### config.mk
export PLATFORM = sky130hd
export DESIGN_NAME = aers_merge
export DESIGN_NICKNAME = d
export VERILOG_FILES = /design/src/hw/rtl/aers_pkg.sv /design/src/hw/rtl/aers_merge.sv
export SDC_FILE = /design/constraint.sdc
export NUM_CORES = 1
export LEC_CHECK = 0
export ABC_AREA = 1
export BUFFER_PORTS_ARGS = -buffer_cell sky130_fd_sc_hd__buf_2
export CAP_MARGIN = 20
export CORE_MARGIN = 2
export CORE_UTILIZATION = 42
export DETAILED_ROUTE_END_ITERATION = 16
export HOLD_SLACK_MARGIN = 0.02
export PLACE_DENSITY = 0.66
export REMOVE_ABC_BUFFERS = 1
export SYNTH_ARGS = -nofsm -noshare
export SYNTH_HDL_FRONTEND = slang
export SYNTH_SLANG_ARGS = --single-unit
### constraint.sdc
create_clock -name clk -period 4.35 [get_ports clk]
set_clock_uncertainty 0.1 [all_clocks]
set_input_delay 0.6525 -clock clk [delete_from_list [all_inputs] [get_ports clk]]
set_output_delay 0.6525 -clock clk [all_outputs]
set_load 0.1 [all_outputs]
### src/hw/rtl/aers_pkg.sv
// Types and constants for the attentional evidence race block.
package aers_pkg;

  localparam int VAL_W     = 32;
  localparam int FAC_W     = 17;
  localparam int EV_W      = 40;
  localparam int MS_W      = 16;
  localparam int RESP_W    = 17;
  localparam int CFG_IDX_W = 3;
  localparam int FIELD_ITEMS = 4;

  localparam logic [FAC_W-1:0] ONE_Q16 = 17'h10000;

  localparam logic signed [EV_W-1:0] EV_MAX = {1'b0, {(EV_W-1){1'b1}}};
  localparam logic signed [EV_W-1:0] EV_MIN = {1'b1, {(EV_W-1){1'b0}}};

  // Configuration register indexes
  localparam logic [CFG_IDX_W-1:0] CFG_ITEM_A      = 3'd0;
  localparam logic [CFG_IDX_W-1:0] CFG_ITEM_B      = 3'd1;
  localparam logic [CFG_IDX_W-1:0] CFG_ITEM_C      = 3'd2;
  localparam logic [CFG_IDX_W-1:0] CFG_ITEM_D      = 3'd3;
  localparam logic [CFG_IDX_W-1:0] CFG_GAZE        = 3'd4;
  localparam logic [CFG_IDX_W-1:0] CFG_UNSEEN_DRFT = 3'd5;
  localparam logic [CFG_IDX_W-1:0] CFG_UNSEEN_NSE  = 3'd6;
  localparam logic [CFG_IDX_W-1:0] CFG_MAX_DUR     = 3'd7;

  typedef logic signed [VAL_W-1:0] q16_t;
  typedef logic signed [EV_W-1:0]  ev_t;

  typedef struct packed {
    logic       new_trial;
    logic [1:0] fix_item;
    logic       fixation_ends;
    q16_t       noise_a;
    q16_t       noise_b;
    q16_t       noise_c;
    q16_t       noise_d;
  } aers_in_t;

  typedef struct packed {
    logic [1:0]        leader;
    logic              decided;
    logic              trial_done;
    logic [RESP_W-1:0] response_ms;
  } aers_out_t;

  // Per-lane step controls from the sequencer
  typedef struct packed {
    logic clr;
    logic mul1;
    logic mul2;
    logic acc;
    logic fixated;
    logic seen;
  } aers_lane_ctl_t;

endpackage

### src/hw/rtl/aers_merge.sv
// Merge across lanes: leader by lowest index of the maximum, then the decision.
module aers_merge #(
  parameter int NUM_ITEMS = 4,
  localparam int IDX_W = $clog2(NUM_ITEMS)
) (
  input  logic             clk,
  input  logic             lead_en,
  input  aers_pkg::ev_t    evidence [NUM_ITEMS],
  output logic [IDX_W-1:0] leader,
  output logic             decided
);
  import aers_pkg::*;

  localparam logic signed [EV_W:0] ONE_EV = (EV_W+1)'(ONE_Q16);

  logic [NUM_ITEMS-1:0] wins;
  logic [IDX_W-1:0]     lead_idx;
  logic [IDX_W-1:0]     leader_r;
  ev_t                  lead_ev;
  logic signed [EV_W:0] gap [NUM_ITEMS];

  // Item i wins if it beats every lower index and ties or beats every higher
  always_comb begin
    for (int i = 0; i < NUM_ITEMS; i++) begin
      wins[i] = 1'b1;
      for (int j = 0; j < NUM_ITEMS; j++) begin
        if ((j < i) && !(evidence[i] > evidence[j])) begin
          wins[i] = 1'b0;
        end
        if ((j > i) && (evidence[j] > evidence[i])) begin
          wins[i] = 1'b0;
        end
      end
    end
  end

  // Encode the single winner
  always_comb begin
    lead_idx = '0;
    for (int i = 0; i < NUM_ITEMS; i++) begin
      if (wins[i]) begin
        lead_idx = lead_idx | IDX_W'(i);
      end
    end
  end

  always_ff @(posedge clk) begin
    if (lead_en) begin
      leader_r <= lead_idx;
    end
  end

  // Decided when the leader leads every other item by at least 1.0
  assign lead_ev = evidence[leader_r];

  always_comb begin
    decided = 1'b1;
    for (int j = 0; j < NUM_ITEMS; j++) begin
      gap[j] = (EV_W+1)'(lead_ev) - (EV_W+1)'(evidence[j]);
      if ((IDX_W'(j) != leader_r) && (gap[j] < ONE_EV)) begin
        decided = 1'b0;
      end
    end
  end

  assign leader = leader_r;

endmodule

==> out/qor.txt, run 1 <==
Status - finished with violations
Failing checks - negative setup slack
Worst setup path end - decided
Tmin final - 4.913 ns
Cts-stage hold buffer count - 0
Die ar. - 0.04258 mm²
Core Region - 0.04065 mm²
Synth Area in Adders - 28.81%
Port Buffers - 164
Antenna violations before repair - 0
Post-DRT Antenna Nets - 0
Leak Pwr - 14.21 nW
Total global-route track usage - 39.04%
Yosys reg bits - 2
Setup crit end kind - primary output
Largest family of logic cells by synthesized area - simple AND/OR/NAND/NOR gates
Max Clock Freq - 0.2035 GHz
Leading cell type in the layout, fill and taps excluded - buf_4
Synth warnings - 0
Worst VDD drop - 0.2183 mV
Pwr per Cell Area - 357.0 mW/mm²
Reg area - 60.06 µm²
Worst hold path class - input pin to flip-flop
Vias in the first global route - 23,970
Clock Tree Buf Depth - 2
Area leader, netlist - ha_1
Setup crit start - leader[1]$_SDFFCE_PP1P_
CTS clk-pin slew, worst paths - 0.03 ns
Routability congestion estimate from global placement - 1.114
Post-synth ARST share - 0%
Pre-CTS setup slack - -0.6840 ns
RSZ-0062 raised after global routing - true
Post-Syn Area per Cell - 5.685 µm²
First-pass GRT wire length - 126.7 mm
Site row count - 74
Multi-input gate area - 0.01594 mm²
DR pass1 iterations - 6
Startpoint types - flip-flop
Req. time, crit path - 3.60 ns
Post-synth cell types - 57
Nets - 4,532
XOR/XNOR Fraction of Synth Area - 2.292%
Final period utilization - 113.0%
Compound-Gate Fraction of Synth Area - 23.54%
DRT Wirelength - 84.90 mm
Hold Path Cell Cnt - 1
Max reg flops - 2
Layout cell share with drive strength beyond 1 - 28.47%
Fill count - 4,032
Post-synthesis simple-gate area fraction - 33.64%
Starting density of the core - 42.31%
Post-synth EDFFs - 2
Max-cap viol count - 0
Via/cell ratio - 5.518
Die height - 206.3 µm
Max-slew violations - 0
Die X - 206.3 µm
GRT overflow - 0
Setup WS post-layout - -0.5634 ns
# DRC - 0
Hold Violations, Final - 0
Largest net degree at the start of global routing - 21
Netlist Area Pre-Place - 0.01720 mm²
Wire length per cell - 18.85 µm
# H-tree levels - 1
Syn Inst Count - 3,025
Max transition margin - 42.09%
ANT cells - 0
Top cells by area, synth - ha_1 (29%), nand2_1 (16%), inv_1 (11%)
Critical path type - flip-flop to primary output
Post-synth top flop - edfxtp_1
Slew @ Worst Pin - 0.8468 ns
CP arrival - 4.16 ns
Initial detailed-routing violation count - 2,120
Setup violators final - 1
Clk sinks - 2
Synth top area share - 28.81%
Routed via count - 24,860
Layout area overhead - 48.88%
Multiplexer area fraction after synthesis - 0%
Root buf cell - clkbuf_16
Post-DP HPWL - 74.75 mm
Final TNS setup - -0.5634 ns
Commonest cells after routing, fill and taps aside - buf_4 (785), nand2_1 (694), inv_1 (497)
CTS tree - built
Sequential share of the synthesized area - 0.3492%
I/O Pins - 165
Inserted Clock Buffers - 3
Max FO, Critical Path - 6
==> worst max-delay path: stages, from the launching register on <==
cell	delay, ns
edfxtp_1	0.40
buf_4	0.17
nor2_4	0.06
buf_4	0.16
a22oi_1	0.19
o221ai_1	0.15
buf_4	0.19
ha_1	0.35
nand2_1	0.12
buf_4	0.15
nor2_1	0.11
inv_1	0.09
nor2_2	0.11
nand4_1	0.32
nand2_1	0.21
nand2_1	0.13
nand3b_1	0.11
nand2_1	0.06
nand3_1	0.07
nor2_1	0.05
nand3_1	0.08
nand2_2	0.09
nand2_2	0.10
nand3_2	0.10
nor2_4	0.17
buf_12	0.19
==> Yosys cell counts, types with 18 or more instances <==
master    count
o21a_1       18
a21o_1       38
a22oi_1      41
nor2_1      359
o221ai_1     44
a21oi_1     300
o21bai_1     21
ha_1        396
inv_1       500
nand3_1     150
xor2_1       34
nand2_1     716
nand4_1      44
nor3_1       47
a31oi_1      27
o21ai_0     139
==> power breakdown <==
| group | total, mW | internal, mW | switching [mW] |
|---|---|---|---|
| Sequential | 0.0301 | 0.0268 | 0.00331 |
| Combinational | 8.97 | 3.98 | 4.99 |
| Clock | 0.142 | 0.117 | 0.0246 |
==> layout make-up <==
cell class	instances	area share, %
clock buffers	3	0.2932
repair buffers	960	27.26
multi-input cells	2505	62.26
inverters	502	7.360
well taps	532	2.600
flip-flops and latches	2	0.2346
==> layer usage <==
layer | GRT usage [%] | up-vias | wire [µm]
li1 | - | 12200 | -
met1 | 48.82 | 11260 | 34760
met2 | 64.11 | 1136 | 37000
met3 | 6.102 | 254 | 7834
met4 | 20.99 | 0 | 5301
met5 | 0 | - | 0
==> logic make-up (layout without fill, tap and decap cells) <==
family / after synthesis / after routing
and+or+nand+nor: 1383 / 1383
buffers and inverters: 518 / 1465
AOI/OAI and AO/OA: 681 / 681
xor gates and xnor gates: 45 / 45
adders and majority gates: 396 / 396
DFF: 2 / 2
==> timing repair <==
action | in CTS | in global routing
resized for setup | 167 | 5
setup buffers | 7 | 1
cloned | 3 | 0
pin swaps | 11 | 4
endpoints found under the hold margin | 0 | 0
setup endpoints to repair | 1 | 1
==> per-stage QoR <==
step	hold slack (ns)	power (mW)	std cells	utilization [%]	area [µm²]
after floorplan	0.6650	4.341	3009	-	17130
after global placement	0.8273	8.207	4490	60.50	24590
after detailed placement	0.8268	8.247	4490	60.50	24590
after CTS	0.5986	8.853	4503	62.94	25580
after global routing	0.5909	9.882	4504	62.99	25600
final	0.6035	9.140	4504	62.99	25600
==> how the worst min path moves through the flow <==
stage          startpoint                       to  slack, ns
5_1_grt           lead_en  leader[1]$_SDFFCE_PP1P_       0.59
4_1_cts           lead_en  leader[1]$_SDFFCE_PP1P_       0.60
2_1_floorplan     lead_en  leader[0]$_SDFFCE_PP1P_       0.66
3_5_place_dp      lead_en  leader[1]$_SDFFCE_PP1P_       0.83
3_3_place_gp      lead_en  leader[1]$_SDFFCE_PP1P_       0.83
6_report          lead_en  leader[1]$_SDFFCE_PP1P_       0.60
Power figures use the tool's default switching activity.
==> run 2: changes to the inputs <==
--- a/config.mk
+++ b/config.mk
@@ -5,7 +5,6 @@
 export SDC_FILE = /design/constraint.sdc
 export NUM_CORES = 1
 export LEC_CHECK = 0
-export ABC_AREA = 1
 export BUFFER_PORTS_ARGS = -buffer_cell sky130_fd_sc_hd__buf_2
 export CAP_MARGIN = 20
 export CORE_MARGIN = 2
==> out/qor.txt, run 2 <==
Status - finished with violations
Failing checks - negative setup slack
Synth warnings - 0
Commonest cells after routing, fill and taps aside - buf_4 (769), ha_1 (382), inv_1 (201)
Hold Crit Start - lead_en
Via/cell ratio - 6.108
Post-Syn Area per Cell - 7.457 µm²
CP Cell Sequence - buf_4 -> clkbuf_16 -> buf_6 -> mux4_2 -> ha_4 -> nand2_1 -> nor2_2 -> nand3_1 -> a2111o_2 -> a41oi_4 -> a311oi_2 -> nor2_1 -> a41oi_2 -> o311ai_2 -> o32a_1 -> o2111ai_2 -> a2111oi_4 -> buf_6
Root buf cell - clkbuf_16
Setup WS post-layout - -1.522 ns
I/O Pins - 165
Site row count - 69
Critical path type - flip-flop to primary output
Inserted Clock Buffers - 3
Die height - 192.9 µm
Max transition margin - 58.06%
Dpl cells - 3,348
Most common cell in the netlist - ha_1
Wire length per cell - 22.79 µm
Post-synth ARST share - 0%
Core Region - 0.03540 mm²
WP buf/inv - 4
Antenna violations before repair - 4
Clock Tree Buf Depth - 2
Yosys reg bits - 2
Crit-path max cell delay - 0.65 ns
Startpoint types - flip-flop
Starting density of the core - 42.34%
Max reg flops - 2
Port Buffers - 164
CP dominant cell by count - buf_6
Synth cell count leaders - ha_1 (396), a21oi_1 (201), inv_1 (201)
Post-DRT Antenna Nets - 0
Vias in the first global route - 20,000
Fill count - 3,208
Hold Violations, Final - 0
Leak Pwr - 12.09 nW
Slowest CP cell - mux4_2
Post-DP HPWL - 66.94 mm
Post-synth top flop - edfxtp_1
Final period utilization - 135.0%
Routability congestion estimate from global placement - 1.061
Layout area overhead - 53.07%
# H-tree levels - 1
Pwr per Cell Area - 308.1 mW/mm²
Post-synth EDFFs - 2
Max-slew violations - 0
# DRC - 0
Setup violators final - 1
Layout cell share with drive strength beyond 1 - 37.79%
DR pass1 iterations - 5
Slew @ Worst Pin - 0.6213 ns
Pre-CTS setup slack - -1.561 ns
Clk sinks - 2
Worst hold path class - input pin to flip-flop
Netlist Area Pre-Place - 0.01499 mm²
Hold Path Cell Cnt - 1
Synth top area share - 33.06%
Total global-route track usage - 40.12%
Sequential share of the synthesized area - 0.4007%
Req. time, crit path - 3.60 ns
Leading cell type in the layout, fill and taps excluded - buf_4
Hold Path Sink - leader[1]$_SDFFCE_PP1P_
Area leader, netlist - ha_1
Setup crit start - leader[1]$_SDFFCE_PP1P_
Die X - 192.9 µm
Setup crit end kind - primary output
Initial detailed-routing violation count - 1,996
Routed via count - 20,650
Die ar. - 0.03721 mm²
DRT Wirelength - 77.06 mm
Top cells by area, synth - ha_1 (33%), a21oi_1 (6.7%), mux4_2 (5.9%)
CP arrival - 5.12 ns
First-pass GRT wire length - 113.5 mm
Max Clock Freq - 0.1703 GHz
Max FO, Critical Path - 8
Non-Filler Instances - 3,381
CP delay by family, top - compound AO/OA/AOI/OAI gates
Nets - 3,479
Worst VDD drop - 0.3021 mV
Largest net degree at the start of global routing - 23
CTS clk-pin slew, worst paths - 0.03 ns
Syn Inst Count - 2,010
CTS tree - built
Max-cap viol count - 0
RSZ-0062 raised after global routing - true
GRT overflow - 0
Tmin final - 5.872 ns
Post-synth cell types - 86
run 2: cells by family (layout without fill, tap and decap cells):
| family | Yosys count | in the layout | share of synthesized area [%] |
|---|---|---|---|
| AOI/OAI and AO/OA | 694 | 694 | 30.94 |
| and+or+nand+nor | 567 | 567 | 19.45 |
| adders and majority gates | 396 | 396 | 33.06 |
| buffers and inverters | 246 | 1155 | 6.203 |
| muxes | 58 | 58 | 7.204 |
| xor gates and xnor gates | 47 | 47 | 2.746 |
| DFF | 2 | 2 | 0.4007 |
| other | 0 | 1 | 0 |
run 2: what timing repair did:
action                     CTS  global route
resized for setup           28            90
setup endpoints to repair    1             3
hold buffers                 0             0
buffers inserted             0            27
pin swaps                    2            33
gates cloned                 1             1
run 2: per-layer routing:
metal,share of wire (%),global-route usage (%),vias up
met5,0.13,1.326,-
met4,4.0,13.67,6
met3,12,9.838,186
met2,41,59.00,1113
met1,44,56.53,9771
li1,-,-,9574
run 2: area by class of cell:
class                   instances  area [µm²]  area share, %
flip-flops and latches          2       60.06         0.2618
diodes                          1       2.502        0.01091
inverters                     201       754.5          3.289
multi-input cells            1762       14550          63.44
repair buffers                951        6919          30.16
well taps                     461       576.8          2.514
clock buffers                   3       75.07         0.3272
run 2: where the power goes:
part           switching (mW)  internal, mW
clock network          0.0207         0.117
registers             0.00228        0.0262
logic                    3.58          3.33
total                    3.60          3.47
run 2: worst max-delay path by stage:
stage / to / slack [ns] / depth (start not counted)
2_1_floorplan: decided / -3.95 / 13
3_3_place_gp: decided / -1.55 / 17
3_5_place_dp: decided / -1.56 / 17
4_1_cts: decided / -1.34 / 18
5_1_grt: decided / -1.64 / 18
6_report: decided / -1.52 / 18
run 2: stage by stage:
stage          setup TNS [ns]  utilization (%)  power, mW  hold slack, ns  area (µm²)
2_1_floorplan          -3.950                -      3.283          0.6650       14810
3_3_place_gp           -1.766            62.09      6.168          0.7699       21980
3_5_place_dp           -1.793            62.09      6.267          0.7765       21980
4_1_cts                -1.340            62.79      6.535          0.5507       22230
5_1_grt                -1.638            64.81      7.553          0.5557       22940
6_report               -1.522            64.81      7.070          0.5547       22940
